==> config.mk <==
export PLATFORM = sky130hd
export DESIGN_NAME = lsc_div_cell
export DESIGN_NICKNAME = d
export VERILOG_FILES = /design/src/sv/lsc_pkg.sv /design/src/sv/lsc_div_cell.sv
export SDC_FILE = /design/constraint.sdc
export NUM_CORES = 1
export LEC_CHECK = 0
export ABC_AREA = 1
export BUFFER_PORTS_ARGS = -buffer_cell sky130_fd_sc_hd__buf_2
export CORE_MARGIN = 1
export CORE_UTILIZATION = 35
export DETAILED_ROUTE_END_ITERATION = 12
export PLACE_DENSITY = 0.68
export SLEW_MARGIN = 25
export SYNTH_ARGS = -nofsm -noshare
export SYNTH_HDL_FRONTEND = slang
export SYNTH_SLANG_ARGS = --single-unit
export TNS_END_PERCENT = 50
==> constraint.sdc <==
create_clock -name clk -period 5.2 [get_ports clk]
set_input_delay 0.78 -clock clk [delete_from_list [all_inputs] [get_ports clk]]
set_output_delay 0.78 -clock clk [all_outputs]
set_load 0.02 [all_outputs]
==> src/sv/lsc_pkg.sv <==
// shared types and constants for the line segment window clipper
// no dependencies; imported by every module of the block
`default_nettype none

package lsc_pkg;

  localparam int COORD_WIDTH_DEF = 16;

  // clip status codes
  localparam logic [1:0] STATUS_INSIDE  = 2'd0;
  localparam logic [1:0] STATUS_CLIPPED = 2'd1;
  localparam logic [1:0] STATUS_REJECT  = 2'd2;

  // configuration register indexes
  localparam logic [1:0] REG_X_MIN = 2'd0;
  localparam logic [1:0] REG_Y_MIN = 2'd1;
  localparam logic [1:0] REG_X_MAX = 2'd2;
  localparam logic [1:0] REG_Y_MAX = 2'd3;

  // control that travels beside the coordinates through the pipeline
  typedef struct packed {
    logic       valid;
    logic       reject;
    logic [1:0] status;
    logic       neg_x;
    logic       neg_y;
  } lsc_ctl_t;

endpackage

`default_nettype wire

==> src/sv/lsc_div_cell.sv <==
// one restoring-division cell: retires one quotient bit per cycle while ce is high
// depends on lsc_pkg for the default of W (COORD_WIDTH_DEF)
`default_nettype none

module lsc_div_cell
  import lsc_pkg::*;
#(
  parameter int W = COORD_WIDTH_DEF
) (
  input  wire logic         clk,
  input  wire logic         ce,
  input  wire logic [W:0]   rem_in,
  input  wire logic [W-1:0] low_in,
  input  wire logic [W:0]   den_in,
  output logic      [W:0]   rem_out,
  output logic      [W-1:0] low_out,
  output logic      [W:0]   den_out
);

  logic [W+1:0] trial;
  logic [W+1:0] diff;
  logic         take;

  always_comb begin
    trial = {rem_in, low_in[W-1]};
    diff  = trial - {1'b0, den_in};
    take  = (trial >= {1'b0, den_in});
  end

  // numerator bits shift out at the top, quotient bits shift in at the bottom
  always_ff @(posedge clk) begin
    if (ce) begin
      rem_out <= take ? diff[W:0] : trial[W:0];
      low_out <= {low_in[W-2:0], take};
      den_out <= den_in;
    end
  end

endmodule

`default_nettype wire

After elaboration in Yosys (flattened, before gate mapping)

Index checks and enable logic that the tools add are counted.
Widths: inputs -> output; s select.

$lt $le $gt $ge: 1
Multiplexer cells: 1
Add/sub/neg operators: 1

Operators with widths:

| operator       | count |
|---|---|
| $ge 18x17->1   | 1 |
| $mux 17        | 1 |
| $sub 17x17->17 | 1 |

Bits of input ports: 52
Logic and storage cells: 6
Register bits after elaboration: 50
Output and inout port bits: 50

Longest topological paths before layout

Gate-level depths: netlist (run 1).

Depth in word-level cells: 2
Mapped depth: 14
Gate-level depth less buffers: 14

Worst setup path after synthesis (run 1)

No wires, ideal clock.

Kind: input to register
Start: input den_in[13]
End: register rem_out[4], data pin
Required time: 4.948 ns
Arrival time: 2.103 ns
Path buffers: 1
Setup slack: 2.846 ns
Stages: 11
Path through: inv_1 ha_1 nand2_2 inv_2 nand2_4 a21oi_2 nor3_4 nand2_4 buf_12 nand2_4 nand2_2

Cells in the longest elaborated chain, start to end: 2

Ends and longest elaborated chain:

| element                | line               | text |
|---|---|---|
| start: declaration     | lsc_div_cell.sv:14 | `input wire logic [W:0] den_in,` |
| $ge 18x17->1           | lsc_div_cell.sv:27 | `take = (trial >= {1'b0, den_in});` |
| via take               | lsc_div_cell.sv:22 | `logic take;` |
| $mux 17                | lsc_div_cell.sv:33 | `rem_out <= take ? diff[W:0] : trial[W:0];` |
| end signal: assignment | lsc_div_cell.sv:33 |  |
| end: declaration       | lsc_div_cell.sv:15 | `output logic [W:0] rem_out,` |

The timed path passes the listed nets, and every way through them passes these cells.
A chain may end at the register's enable or synchronous reset.

Worst setup path in the final report (run 1)

Start: input rem_in[14]
End: register rem_out[14], data pin

Cells in the longest elaborated chain, start to end: 2

Ends and longest elaborated chain:

| element            | line               | text |
|---|---|---|
| start: declaration | lsc_div_cell.sv:12 | `input wire logic [W:0] rem_in,` |
| $ge 18x17->1       | lsc_div_cell.sv:27 |  |
| $mux 17            | lsc_div_cell.sv:33 |  |

Every way passes these cells.

==> results of run 1 <==
==> cell families (layout without fill, tap and decap cells) <==
family	count (synthesis)	in the layout	share of synthesized area (%)
DFF	50	50	48.02
adders and majority gates	18	18	7.443
and+or+nand+nor	191	191	30.61
AOI/OAI and AO/OA	12	12	2.281
xor gates and xnor gates	7	7	1.961
buffers and inverters	73	178	9.684
==> flip-flops by register name, indices dropped and copies added (netlist names) <==
register,flops
den_out,17
rem_out,17
low_out,16
==> Yosys cell counts <==
cell type and count:
sky130_fd_sc_hd__nand2_1 107, sky130_fd_sc_hd__inv_1 64, sky130_fd_sc_hd__edfxtp_1 50, sky130_fd_sc_hd__nand3_1 29
sky130_fd_sc_hd__ha_1 17, sky130_fd_sc_hd__nand2_2 17, sky130_fd_sc_hd__nand2_4 12, sky130_fd_sc_hd__a21oi_1 9
sky130_fd_sc_hd__nor2_1 8, sky130_fd_sc_hd__xor2_1 7, sky130_fd_sc_hd__nor2_2 5, sky130_fd_sc_hd__inv_2 4
sky130_fd_sc_hd__nand3_2 4, sky130_fd_sc_hd__nand4_1 4, sky130_fd_sc_hd__a21oi_2 2, sky130_fd_sc_hd__nor3_1 2
sky130_fd_sc_hd__and2_1 1, sky130_fd_sc_hd__buf_12 1, sky130_fd_sc_hd__buf_2 1, sky130_fd_sc_hd__buf_4 1
sky130_fd_sc_hd__buf_6 1, sky130_fd_sc_hd__clkinv_1 1, sky130_fd_sc_hd__fa_1 1, sky130_fd_sc_hd__nor3_2 1
sky130_fd_sc_hd__nor3_4 1, sky130_fd_sc_hd__o21ai_2 1
==> worst max path at each step <==
| stage | startpoint | end | slack [ps] | depth (start not counted) |
|---|---|---|---|---|
| detailed placement | den_in[15] | rem_out[14] | 1980 | 9 |
| floorplan | den_in[13] | rem_out[4] | 2850 | 11 |
| global placement | den_in[15] | rem_out[14] | 2030 | 9 |
| global route | den_in[13] | rem_out[9] | 2120 | 11 |
| finish | rem_in[14] | rem_out[14] | 2320 | 8 |
| CTS | den_in[15] | rem_out[14] | 2300 | 9 |
==> placed cells by master (no fill, tap or decap) <==
cell type and count:
sky130_fd_sc_hd__buf_2 101, sky130_fd_sc_hd__and2_1 1, sky130_fd_sc_hd__nand2_2 17, sky130_fd_sc_hd__nor3_1 2, sky130_fd_sc_hd__xor2_1 7, sky130_fd_sc_hd__o21ai_2 1, sky130_fd_sc_hd__nor2_1 8, sky130_fd_sc_hd__inv_1 64
sky130_fd_sc_hd__a21oi_1 9, sky130_fd_sc_hd__edfxtp_1 50, sky130_fd_sc_hd__nand3_2 4, sky130_fd_sc_hd__a21oi_2 2, sky130_fd_sc_hd__clkinv_1 1, sky130_fd_sc_hd__nor3_2 1, sky130_fd_sc_hd__nand2_4 12, sky130_fd_sc_hd__clkinvlp_4 2
sky130_fd_sc_hd__nor2_2 5, sky130_fd_sc_hd__buf_4 1, sky130_fd_sc_hd__fa_1 1, sky130_fd_sc_hd__nor3_4 1, sky130_fd_sc_hd__nand2_1 107, sky130_fd_sc_hd__nand4_1 4, sky130_fd_sc_hd__nand3_1 29, sky130_fd_sc_hd__inv_2 4
sky130_fd_sc_hd__ha_1 17, sky130_fd_sc_hd__clkbuf_8 5
==> per-stage QoR <==
stage / util (%) / total power, mW / hold WS, ps / setup slack, ps
2_1_floorplan: - / 0.7355 / 878.9 / 2846
3_3_place_gp: 42.99 / 0.8253 / 956.6 / 2032
3_5_place_dp: 42.99 / 0.8296 / 960.4 / 1980
4_1_cts: 43.96 / 1.058 / 642.2 / 2302
5_1_grt: 43.96 / 1.113 / 635.2 / 2116
6_report: 43.96 / 1.045 / 651.8 / 2322
==> where the power goes <==
| group | internal (mW) | switching [mW] |
|---|---|---|
| sequential | 0.494 | 0.00893 |
| combinational | 0.109 | 0.206 |
| clock | 0.0923 | 0.135 |
==> layout make-up <==
| cell class | count | area share (%) |
|---|---|---|
| well taps | 108 | 3.542 |
| inverters | 69 | 6.789 |
| repair buffers | 102 | 13.45 |
| clock inverters | 2 | 0.3936 |
| flip-flops and latches | 50 | 39.36 |
| multi-input cells | 228 | 34.67 |
| clock buffers | 5 | 1.804 |
==> worst max-delay path, cell delays in order <==
cell and delay, ps:
sky130_fd_sc_hd__buf_2 110, sky130_fd_sc_hd__ha_1 350, sky130_fd_sc_hd__a21oi_2 200, sky130_fd_sc_hd__o21ai_2 90, sky130_fd_sc_hd__nor3_4 710, sky130_fd_sc_hd__nand2_4 420, sky130_fd_sc_hd__nand2_1 180, sky130_fd_sc_hd__nand2_1 70
==> routing by layer <==
layer	routed length [um]	vias to the layer above	GRT usage, %
met5	0	-	0
met4	28	0	3.309
met3	427	4	3.130
met2	3299	78	26.53
met1	3181	1142	19.48
li1	-	1323	-
==> run_summary.xml, run 1 <==
<?xml version="1.0" encoding="UTF-8"?>
<metrics>
  <group name="pwr">
    <metric name="highest_ir_drop_seen_on_vdd" unit="mV">0.1146</metric>
    <metric name="power.density_cell_area" unit="nW/um^2">273.9</metric>
    <metric name="p_leak" unit="nW">2.011</metric>
  </group>
  <group name="cts">
    <metric name="ctsHoldBuffers" unit="">0</metric>
    <metric name="post-cts-setup-buffers" unit="">0</metric>
    <metric name="ctsHtreeMaxLevel" unit="">2</metric>
    <metric name="cts_max_path_buffers" unit="">2</metric>
    <metric name="ctsRootBufferMaster" unit="">sky130_fd_sc_hd__clkbuf_8</metric>
    <metric name="cts_tree" unit="">done</metric>
    <metric name="clock_pin_slew_reported_for_the_worst_setup_and_hold_paths_after_clock_tree_synthesis" unit="ps">100</metric>
    <metric name="post_cts_resize_count" unit="">0</metric>
    <metric name="clock_sinks" unit="">50</metric>
    <metric name="tritoncts.num_buffers" unit="">5</metric>
  </group>
  <group name="final_layout">
    <metric name="final_cell_area" unit="um^2">3815</metric>
    <metric name="final-seq-area" unit="um^2">1501</metric>
    <metric name="layout.nets" unit="">526</metric>
    <metric name="multi_input_area" unit="um^2">1323</metric>
    <metric name="post_route_non_filler_standard_cell_count" unit="">564</metric>
    <metric name="insertedDiodeCount" unit="">0</metric>
    <metric name="drive_gt1_share" unit="%">34.21</metric>
    <metric name="area_growth_syn_to_layout" unit="%">22.01</metric>
    <metric name="num-fill-cells" unit="">890</metric>
  </group>
  <group name="min_path">
    <metric name="worst_hold_path.num_cells" unit="">1</metric>
    <metric name="hold_class" unit="">input pin to register</metric>
    <metric name="endpoint_with_the_worst_hold_slack" unit="">low_out[12]</metric>
    <metric name="hold_path_startpoint" unit="">low_in[11]</metric>
  </group>
  <group name="floorplan">
    <metric name="floorplan.die.width" unit="um">96.52</metric>
    <metric name="floorplan.rows" unit="">34</metric>
    <metric name="design.core.area" unit="um^2">8678</metric>
    <metric name="start_util" unit="%">36.03</metric>
    <metric name="die_h" unit="um">96.52</metric>
    <metric name="design.die.area" unit="um^2">9315</metric>
    <metric name="design.portCount" unit="">102</metric>
  </group>
  <group name="worst_setup_path">
    <metric name="end_kind" unit="">register</metric>
    <metric name="critical_path_arrival" unit="ps">2940</metric>
    <metric name="timing_worst_setup_path_type" unit="">input pin to register</metric>
    <metric name="crit_path_max_fanout" unit="">18</metric>
    <metric name="worst-endpoint-required" unit="ps">5260</metric>
    <metric name="timing.critical_path.from_type" unit="">input pin</metric>
  </group>
  <group name="logic_synthesis">
    <metric name="synthesis.nets" unit="">421</metric>
    <metric name="flip_flop_and_latch_count_after_synthesis" unit="">50</metric>
    <metric name="postSynthCellCount" unit="">351</metric>
    <metric name="ys_seq_area_share" unit="%">48.02</metric>
    <metric name="synth.lib_cells_used.distinct" unit="">26</metric>
    <metric name="yosys.area.top_type" unit="">sky130_fd_sc_hd__edfxtp_1</metric>
    <metric name="yosysWarningCount" unit="">0</metric>
    <metric name="post-synth-top-area-fraction" unit="%">48.02</metric>
    <metric name="syn_area_per_cell" unit="um^2">8.908</metric>
    <metric name="mappedNetlistArea" unit="um^2">3127</metric>
    <metric name="synthTopCellsByArea" unit="">sky130_fd_sc_hd__edfxtp_1 (48%), sky130_fd_sc_hd__nand2_1 (13%), sky130_fd_sc_hd__inv_1 (7.7%)</metric>
  </group>
  <group name="timing">
    <metric name="final-max-slew-violation-count" unit="">0</metric>
    <metric name="timing.fmax" unit="MHz">347.4</metric>
    <metric name="slew-limit-headroom" unit="%">44.11</metric>
    <metric name="tightest_slew" unit="ps">835.6</metric>
    <metric name="rsz0062_at_grt" unit="">false</metric>
    <metric name="layout_min_cycle_time" unit="ps">2878</metric>
    <metric name="setup-tns-final" unit="ps">0</metric>
    <metric name="post-route-period-util" unit="%">55.35</metric>
    <metric name="timing.final.hold_violations" unit="">0</metric>
    <metric name="timing.final.setup_violations" unit="">0</metric>
  </group>
  <group name="detailed_routing">
    <metric name="drt_pre_antenna_iters" unit="">4</metric>
    <metric name="wirelength" unit="mm">6.937</metric>
    <metric name="final_antenna_net_count" unit="">0</metric>
    <metric name="average_routed_wire_per_standard_cell" unit="um">12.30</metric>
    <metric name="viasPerCell" unit="">4.516</metric>
    <metric name="drt_iter0_markers" unit="">88</metric>
    <metric name="detailroute.via_count" unit="">2547</metric>
    <metric name="route.detailed.drc" unit="">0</metric>
  </group>
  <group name="placed_design">
    <metric name="place.detailed.instances" unit="">557</metric>
    <metric name="place_area" unit="um^2">3731</metric>
    <metric name="place.gp.congestion" unit="">0.8112</metric>
    <metric name="dp_hpwl" unit="mm">5.284</metric>
    <metric name="numPortBuffers" unit="">101</metric>
  </group>
  <group name="grt">
    <metric name="grt_max_degree" unit="">51</metric>
    <metric name="antenna_found_initial" unit="">0</metric>
    <metric name="global_route.usage.total" unit="%">15.27</metric>
    <metric name="global_route_total_overflow" unit="">0</metric>
    <metric name="vias_in_the_first_global_route" unit="">2423</metric>
    <metric name="wire_length_of_the_first_global_routing_pass" unit="mm">10.99</metric>
  </group>
  <group name="flow_run">
    <metric name="max-cap-violations" unit="">0</metric>
  </group>
  <group name="outcome">
    <metric name="run_status" unit="">completed</metric>
  </group>
</metrics>
Note: power is estimated with default switching activity, not from simulation.
==> run 2: changes to the inputs <==
- ABC_AREA: 1 -> 0
- PLACE_DENSITY: 0.68 -> 0.69
- clock period: 5.2 -> 2.9 ns (I/O delays scaled with it)
==> run 2 against run 1 <==
First-iteration DRC count is 26% lower. Critical path type unchanged. Die area decreased by 14%. Sequential cell count stayed put. Largest power group unchanged. Combinational power up 60%. Global-route usage is 0.20 points lower. Largest cell class unchanged.
==> run_summary.xml, run 2 <==
<?xml version="1.0" encoding="UTF-8"?>
<metrics>
  <group name="outcome">
    <metric name="run_status" unit="">completed</metric>
  </group>
  <group name="logic_synthesis">
    <metric name="synth_xor_area_share" unit="%">3.590</metric>
    <metric name="synth.top_cells.by_count" unit="">sky130_fd_sc_hd__edfxtp_1 (50), sky130_fd_sc_hd__inv_1 (22), sky130_fd_sc_hd__ha_1 (17)</metric>
    <metric name="synth-compound-area-share" unit="%">13.15</metric>
    <metric name="ys_seq_area_share" unit="%">55.94</metric>
    <metric name="yosys.area.top_type" unit="">sky130_fd_sc_hd__edfxtp_1</metric>
    <metric name="synthArstFlopShare" unit="%">0</metric>
    <metric name="synth_simple_gate_area_share" unit="%">8.252</metric>
    <metric name="yosysWarningCount" unit="">0</metric>
    <metric name="adder_cell_area_share_of_the_yosys_netlist" unit="%">8.671</metric>
    <metric name="syn_area_per_cell" unit="um^2">13.29</metric>
    <metric name="synthFlopType" unit="">sky130_fd_sc_hd__edfxtp_1</metric>
    <metric name="yosysMostFrequentCell" unit="">sky130_fd_sc_hd__edfxtp_1</metric>
    <metric name="synth_enable_flop_cells" unit="">50</metric>
    <metric name="mappedNetlistArea" unit="um^2">2684</metric>
    <metric name="synthesis.nets" unit="">272</metric>
    <metric name="post-synth-top-area-fraction" unit="%">55.94</metric>
    <metric name="synthTopCellsByArea" unit="">sky130_fd_sc_hd__edfxtp_1 (56%), sky130_fd_sc_hd__ha_1 (7.9%), sky130_fd_sc_hd__mux2_4 (5.6%)</metric>
    <metric name="synthMuxAreaShare" unit="%">5.967</metric>
    <metric name="flip_flop_and_latch_count_after_synthesis" unit="">50</metric>
    <metric name="synth_top_family_by_area" unit="">compound AO/OA/AOI/OAI gates</metric>
    <metric name="postSynthCellCount" unit="">202</metric>
    <metric name="synth.lib_cells_used.distinct" unit="">45</metric>
  </group>
  <group name="timing">
    <metric name="fin_hold_ws" unit="ps">301.7</metric>
    <metric name="post-route-period-util" unit="%">84.99</metric>
    <metric name="slew-limit-headroom" unit="%">72.49</metric>
    <metric name="layout_min_cycle_time" unit="ps">2465</metric>
    <metric name="timing.final.setup_violations" unit="">0</metric>
    <metric name="final-max-slew-violation-count" unit="">0</metric>
    <metric name="rsz0062_at_grt" unit="">false</metric>
    <metric name="timing.fmax" unit="MHz">405.7</metric>
    <metric name="tightest_slew" unit="ps">409.2</metric>
    <metric name="timing.final.hold_violations" unit="">0</metric>
    <metric name="setup-tns-final" unit="ps">0</metric>
  </group>
  <group name="final_layout">
    <metric name="num-fill-cells" unit="">700</metric>
    <metric name="insertedDiodeCount" unit="">0</metric>
    <metric name="biggestRegsByFlops" unit="">den_out (17), rem_out (17), low_out (16)</metric>
    <metric name="layout.nets" unit="">384</metric>
    <metric name="final_common_cell" unit="">sky130_fd_sc_hd__buf_2</metric>
    <metric name="area_growth_syn_to_layout" unit="%">28.21</metric>
    <metric name="drive_gt1_share" unit="%">42.86</metric>
    <metric name="post_route_non_filler_standard_cell_count" unit="">414</metric>
    <metric name="layout.cells.most_common_list" unit="">sky130_fd_sc_hd__buf_2 (101), sky130_fd_sc_hd__edfxtp_1 (50), sky130_fd_sc_hd__inv_1 (22), sky130_fd_sc_hd__ha_1 (17), sky130_fd_sc_hd__a21oi_1 (13)</metric>
  </group>
  <group name="worst_setup_path">
    <metric name="critical_path_launch_point" unit="">low_in[15]</metric>
    <metric name="timing.critical_path.from_type" unit="">input pin</metric>
    <metric name="critical_path.most_common_cell" unit="">sky130_fd_sc_hd__inv_1</metric>
    <metric name="worst-endpoint-required" unit="ps">2950</metric>
    <metric name="end_kind" unit="">register</metric>
    <metric name="timing_worst_setup_path_type" unit="">input pin to register</metric>
    <metric name="critical_path_arrival" unit="ps">2520</metric>
    <metric name="cp_slowest_stage_delay" unit="ps">390</metric>
    <metric name="crit_path_max_fanout" unit="">10</metric>
    <metric name="worstPathCellList" unit="">buf_2, inv_1, ha_1, inv_1, fa_1, a21oi_1, or3_4, a21oi_4, o21bai_4, and2_4, inv_12, mux2_4</metric>
    <metric name="crit_path_top_delay_cell" unit="">sky130_fd_sc_hd__fa_1</metric>
    <metric name="critical_path.top_delay_family" unit="">adder cells</metric>
    <metric name="worstPathBufferInverterCount" unit="">4</metric>
  </group>
  <group name="cts">
    <metric name="clock_pin_slew_reported_for_the_worst_setup_and_hold_paths_after_clock_tree_synthesis" unit="ps">90</metric>
    <metric name="tritoncts.num_buffers" unit="">5</metric>
    <metric name="post_cts_resize_count" unit="">0</metric>
    <metric name="ctsHtreeMaxLevel" unit="">2</metric>
    <metric name="cts_tree" unit="">done</metric>
    <metric name="ctsHoldBuffers" unit="">0</metric>
    <metric name="ctsRootBufferMaster" unit="">sky130_fd_sc_hd__clkbuf_8</metric>
    <metric name="clock_sinks" unit="">50</metric>
    <metric name="cts_max_path_buffers" unit="">2</metric>
    <metric name="post-cts-setup-buffers" unit="">0</metric>
  </group>
  <group name="floorplan">
    <metric name="start_util" unit="%">36.61</metric>
    <metric name="design.core.area" unit="um^2">7331</metric>
    <metric name="floorplan.die.width" unit="um">89.57</metric>
    <metric name="design.portCount" unit="">102</metric>
    <metric name="floorplan.rows" unit="">31</metric>
    <metric name="design.die.area" unit="um^2">8022</metric>
    <metric name="die_h" unit="um">89.57</metric>
  </group>
  <group name="pwr">
    <metric name="p_leak" unit="nW">1.538</metric>
    <metric name="power.density_cell_area" unit="nW/um^2">553.5</metric>
    <metric name="highest_ir_drop_seen_on_vdd" unit="mV">0.1751</metric>
  </group>
  <group name="grt">
    <metric name="global_route_total_overflow" unit="">0</metric>
    <metric name="antenna_found_initial" unit="">0</metric>
    <metric name="wire_length_of_the_first_global_routing_pass" unit="mm">9.066</metric>
    <metric name="vias_in_the_first_global_route" unit="">1861</metric>
    <metric name="global_route.usage.total" unit="%">15.07</metric>
    <metric name="grt_max_degree" unit="">25</metric>
  </group>
  <group name="detailed_routing">
    <metric name="viasPerCell" unit="">4.807</metric>
    <metric name="drt_iter0_markers" unit="">65</metric>
    <metric name="drt_pre_antenna_iters" unit="">4</metric>
    <metric name="wirelength" unit="mm">5.787</metric>
    <metric name="average_routed_wire_per_standard_cell" unit="um">13.98</metric>
    <metric name="detailroute.via_count" unit="">1990</metric>
    <metric name="final_antenna_net_count" unit="">0</metric>
    <metric name="route.detailed.drc" unit="">0</metric>
  </group>
  <group name="placed_design">
    <metric name="numPortBuffers" unit="">101</metric>
    <metric name="place.detailed.instances" unit="">406</metric>
    <metric name="place.gp.congestion" unit="">0.8663</metric>
    <metric name="dp_hpwl" unit="mm">4.588</metric>
  </group>
  <group name="flow_run">
    <metric name="max-cap-violations" unit="">0</metric>
  </group>
  <group name="min_path">
    <metric name="hold_class" unit="">input pin to register</metric>
    <metric name="hold_path_startpoint" unit="">low_in[8]</metric>
  </group>
</metrics>
run 2: cell types whose count changed in the layout (fill, tap and decap cells not counted), moves of 5 or more:
| cell | previous run | this run |
|---|---|---|
| sky130_fd_sc_hd__inv_1 | 64 | 22 |
| sky130_fd_sc_hd__mux2_4 | 0 | 10 |
| sky130_fd_sc_hd__nand2_1 | 107 | 9 |
| sky130_fd_sc_hd__nand2_2 | 17 | 0 |
| sky130_fd_sc_hd__nand2_4 | 12 | 0 |
| sky130_fd_sc_hd__nand3_1 | 29 | 7 |
| sky130_fd_sc_hd__nor2_2 | 5 | 0 |
| sky130_fd_sc_hd__o21ai_0 | 0 | 7 |
| sky130_fd_sc_hd__xnor2_1 | 0 | 8 |
run 2: worst paths after layout:
path | endpoint | depth (start not counted)
setup / recovery | rem_out[8] | 12
hold / removal | low_out[9] | 1
run 2: final cells by class:
type                       instances  area (um^2)  share of cell area [%]
sequential                        50         1501                   43.64
timing repair buffer             106        543.0                   15.78
multi-input combinational        128         1064                   30.91
clock buffer                       6        72.57                   2.109
inverter                          23        98.84                   2.873
tap                               99        123.9                   3.600
clock inverter                     2        37.54                   1.091
run 2: kinds of logic after synthesis:
kind of cell             after synthesis
AND/OR/NAND/NOR                       41
adder cells (fa/ha/maj)               18
AO/OA/AOI/OAI                         47
buffers and inverters                 24
flip-flops                            50
multiplexers                          11
XOR/XNOR                              11
run 2: layer usage:
layer / part of all wire, % / GRT usage (%) / up-vias / routed length, um
met5: 0 / 0 / - / 0
met4: 1.7 / 4.762 / 0 / 99
met3: 7.3 / 3.786 / 10 / 425
met2: 48 / 25.28 / 72 / 2753
met1: 43 / 19.02 / 927 / 2508
li1: - / - / 981 / -
run 2: report_power, final:
group	total (mW)	leakage, nW	switching (mW)	internal, mW
clock	0.496	0.0514	0.238	0.258
sequential	0.903	0.489	0.0163	0.887
combinational	0.505	0.997	0.292	0.213
total	1.90	1.54	0.547	1.36
run 2: through the flow:
step	setup slack, ps	cell area, um^2	power (mW)	utilization, %
floorplan	357.2	2684	1.261	-
global placement	219.5	3331	1.419	45.43
detailed placement	123.5	3331	1.429	45.43
CTS	441.6	3441	1.930	46.94
global route	312.8	3441	2.005	46.94
finish	435.2	3441	1.904	46.94
==> run 3: changes to the inputs <==
- PLACE_DENSITY: 0.69 -> 0.72
- clock period: 2.9 -> 2 ns (I/O delays scaled with it)
==> run 3 against run 2 <==
The run now ends with setup timing left. Routed wire length rose by 4.0%. Combinational power rose by 80%. Largest power group unchanged. Worst setup slack got worse by 450 ps. Cell count rose by 11%. Clock-buffer cell count fell by 1. Largest cell class unchanged. Power rose by 46%. Die area did not move. Hold slack got worse by 130 ps.
==> run_summary.xml, run 3 (same netlist as run 2, synthesis figures left out) <==
<?xml version="1.0" encoding="UTF-8"?>
<metrics>
  <group name="floorplan">
    <metric name="start_util" unit="%">36.61</metric>
    <metric name="design.die.area" unit="um^2">8022</metric>
    <metric name="design.portCount" unit="">102</metric>
    <metric name="floorplan.die.width" unit="um">89.57</metric>
    <metric name="floorplan.rows" unit="">31</metric>
    <metric name="die_h" unit="um">89.57</metric>
    <metric name="design.core.area" unit="um^2">7331</metric>
  </group>
  <group name="worst_setup_path">
    <metric name="crit_end" unit="">rem_out[9]</metric>
    <metric name="crit_path_max_fanout" unit="">5</metric>
    <metric name="critical_path_arrival" unit="ps">2080</metric>
    <metric name="worst-endpoint-required" unit="ps">2060</metric>
    <metric name="timing_worst_setup_path_type" unit="">input pin to register</metric>
    <metric name="end_kind" unit="">register</metric>
    <metric name="critical_path_launch_point" unit="">low_in[15]</metric>
    <metric name="timing.critical_path.from_type" unit="">input pin</metric>
  </group>
  <group name="grt">
    <metric name="wire_length_of_the_first_global_routing_pass" unit="mm">9.308</metric>
    <metric name="global_route_total_overflow" unit="">0</metric>
    <metric name="grt-busiest-layer" unit="">met2</metric>
    <metric name="antenna_found_initial" unit="">0</metric>
    <metric name="grt_util_met1" unit="%">19.00</metric>
    <metric name="globalRouteMet2Util" unit="%">27.07</metric>
    <metric name="gr-usage-met3" unit="%">3.786</metric>
    <metric name="grt_max_degree" unit="">51</metric>
    <metric name="vias_in_the_first_global_route" unit="">2034</metric>
    <metric name="global_route.usage.total" unit="%">15.51</metric>
  </group>
  <group name="outcome">
    <metric name="violations" unit="">setup timing</metric>
    <metric name="run_status" unit="">complete, but fails checks</metric>
  </group>
  <group name="min_path">
    <metric name="hold_class" unit="">input pin to register</metric>
  </group>
  <group name="timing">
    <metric name="final-max-slew-violation-count" unit="">0</metric>
    <metric name="timing.final.hold_violations" unit="">0</metric>
    <metric name="post-route-period-util" unit="%">100.8</metric>
    <metric name="layout_min_cycle_time" unit="ps">2016</metric>
    <metric name="timing.fmax" unit="MHz">496.1</metric>
    <metric name="tightest_slew" unit="ps">350.0</metric>
    <metric name="final_critical_path_setup_slack" unit="ps">-15.87</metric>
    <metric name="timing.final.setup_violations" unit="">5</metric>
    <metric name="rsz0062_at_grt" unit="">true</metric>
    <metric name="setup-tns-final" unit="ps">-59.66</metric>
    <metric name="slew-limit-headroom" unit="%">76.49</metric>
  </group>
  <group name="cts">
    <metric name="clock_pin_slew_reported_for_the_worst_setup_and_hold_paths_after_clock_tree_synthesis" unit="ps">90</metric>
    <metric name="ctsRootBufferMaster" unit="">sky130_fd_sc_hd__clkbuf_8</metric>
    <metric name="tritoncts.num_buffers" unit="">5</metric>
    <metric name="cts_max_path_buffers" unit="">2</metric>
    <metric name="clock_sinks" unit="">50</metric>
    <metric name="cts_tree" unit="">done</metric>
    <metric name="ctsHtreeMaxLevel" unit="">2</metric>
  </group>
  <group name="final_layout">
    <metric name="post_route_non_filler_standard_cell_count" unit="">461</metric>
    <metric name="final_util" unit="%">54.12</metric>
    <metric name="layout.nets" unit="">432</metric>
    <metric name="final_common_cell" unit="">sky130_fd_sc_hd__buf_2</metric>
    <metric name="biggestRegsByFlops" unit="">den_out (17), rem_out (17), low_out (16)</metric>
    <metric name="insertedDiodeCount" unit="">0</metric>
    <metric name="area_growth_syn_to_layout" unit="%">47.83</metric>
    <metric name="layout.cells.most_common_list" unit="">sky130_fd_sc_hd__buf_2 (99), sky130_fd_sc_hd__buf_4 (51), sky130_fd_sc_hd__edfxtp_1 (50), sky130_fd_sc_hd__inv_1 (18)</metric>
    <metric name="drive_gt1_share" unit="%">56.91</metric>
    <metric name="num-fill-cells" unit="">671</metric>
  </group>
  <group name="detailed_routing">
    <metric name="wirelength" unit="mm">6.020</metric>
    <metric name="route.detailed.drc" unit="">0</metric>
    <metric name="drt_iter0_markers" unit="">69</metric>
    <metric name="final_antenna_net_count" unit="">0</metric>
    <metric name="average_routed_wire_per_standard_cell" unit="um">13.06</metric>
    <metric name="detailroute.via_count" unit="">2161</metric>
    <metric name="viasPerCell" unit="">4.688</metric>
    <metric name="drt_pre_antenna_iters" unit="">4</metric>
  </group>
  <group name="pwr">
    <metric name="switching_share" unit="%">29.60</metric>
    <metric name="internal_power" unit="mW">1.960</metric>
    <metric name="highest_ir_drop_seen_on_vdd" unit="mV">0.3246</metric>
    <metric name="p_leak" unit="nW">1.772</metric>
    <metric name="switching_power" unit="uW">824.1</metric>
    <metric name="combinationalPowerShare" unit="%">32.6</metric>
    <metric name="share_clk_of_total_power" unit="%">20.3</metric>
    <metric name="share_seq_of_total_power" unit="%">47.1</metric>
    <metric name="power.density_cell_area" unit="nW/um^2">701.6</metric>
  </group>
  <group name="placed_design">
    <metric name="place.gp.congestion" unit="">0.8662</metric>
    <metric name="numPortBuffers" unit="">101</metric>
    <metric name="dp_hpwl" unit="mm">4.500</metric>
    <metric name="place.detailed.instances" unit="">448</metric>
  </group>
  <group name="flow_run">
    <metric name="max-cap-violations" unit="">0</metric>
  </group>
</metrics>
## run 3: cell types whose count changed in the layout (fill, tap and decap cells not counted), moves of 3 or more
cell,change
sky130_fd_sc_hd__buf_4,+46
sky130_fd_sc_hd__ha_1,-7
sky130_fd_sc_hd__a21oi_2,+4
sky130_fd_sc_hd__ha_4,+7
sky130_fd_sc_hd__inv_1,-4
sky130_fd_sc_hd__a21oi_1,-4
sky130_fd_sc_hd__inv_2,+3
## run 3: critical path: stages
cell and delay (ps):
sky130_fd_sc_hd__buf_8 90, sky130_fd_sc_hd__inv_8 30, sky130_fd_sc_hd__ha_4 140, sky130_fd_sc_hd__inv_2 50, sky130_fd_sc_hd__fa_2 210, sky130_fd_sc_hd__a21oi_2 60
sky130_fd_sc_hd__or3_4 350, sky130_fd_sc_hd__a21oi_4 170, sky130_fd_sc_hd__o21bai_4 70, sky130_fd_sc_hd__and2_4 220, sky130_fd_sc_hd__inv_6 100, sky130_fd_sc_hd__mux2_4 290
## run 3: worst min path at each step
stage	from	to	slack, ps	cells after the start
floorplan	den_in[0]	den_out[0]	400	0
global placement	low_in[6]	low_out[7]	480	1
detailed placement	low_in[11]	low_out[12]	480	1
CTS	low_in[3]	low_out[4]	160	1
global route	low_in[4]	low_out[5]	150	1
finish	low_in[3]	low_out[4]	170	1
## run 3: stage by stage
step / instance area, um^2 / hold slack [ps] / power [mW] / setup WS [ps]
after floorplan: 2710 / 398.9 / 1.834 / -362.2
after global placement: 3685 / 476.6 / 2.159 / -422.4
after detailed placement: 3685 / 478.4 / 2.174 / -476.0
after CTS: 3885 / 157.9 / 2.784 / 0.6264
after global routing: 3968 / 146.0 / 2.937 / -50.36
final: 3968 / 168.3 / 2.784 / -15.87
## run 3: power groups by stage
stage                     Sequential, mW  Combinational (mW)  Clock (mW)
after CTS                           1.31               0.878       0.595
after global routing                1.32               0.987       0.628
final                               1.31               0.909       0.565
after floorplan                     1.48               0.349           0
after detailed placement            1.33               0.840           0
after global placement              1.33               0.824           0
## run 3: layout make-up
type	instances	area [um^2]	area share [%]
Timing Repair inverter	1	8.758	0.2208
Clock inverter	2	15.01	0.3784
Sequential cell	50	1501	37.84
Multi-Input combinational cell	128	1219	30.72
Inverter	23	106.4	2.681
Clock buffer	5	68.82	1.734
Tap cell	99	123.9	3.122
Timing Repair Buffer	153	924.6	23.30
## run 3: what timing repair did
action | CTS | global route
gates cloned | 1 | 0
hold buffers | 0 | 0
pin swaps | 4 | 6
setup buffers | 3 | 2
hold endpoints to repair | 0 | 0
gates resized for setup | 13 | 15
endpoints found under the setup margin | 15 | 15
## run 3: routing by layer
layer	wire length, um	vias to the layer above	part of all wire [%]
met2	2937	76	49
met3	356	6	5.9
met5	0	-	0
li1	-	1077	-
met1	2662	1002	44
met4	63	0	1.0
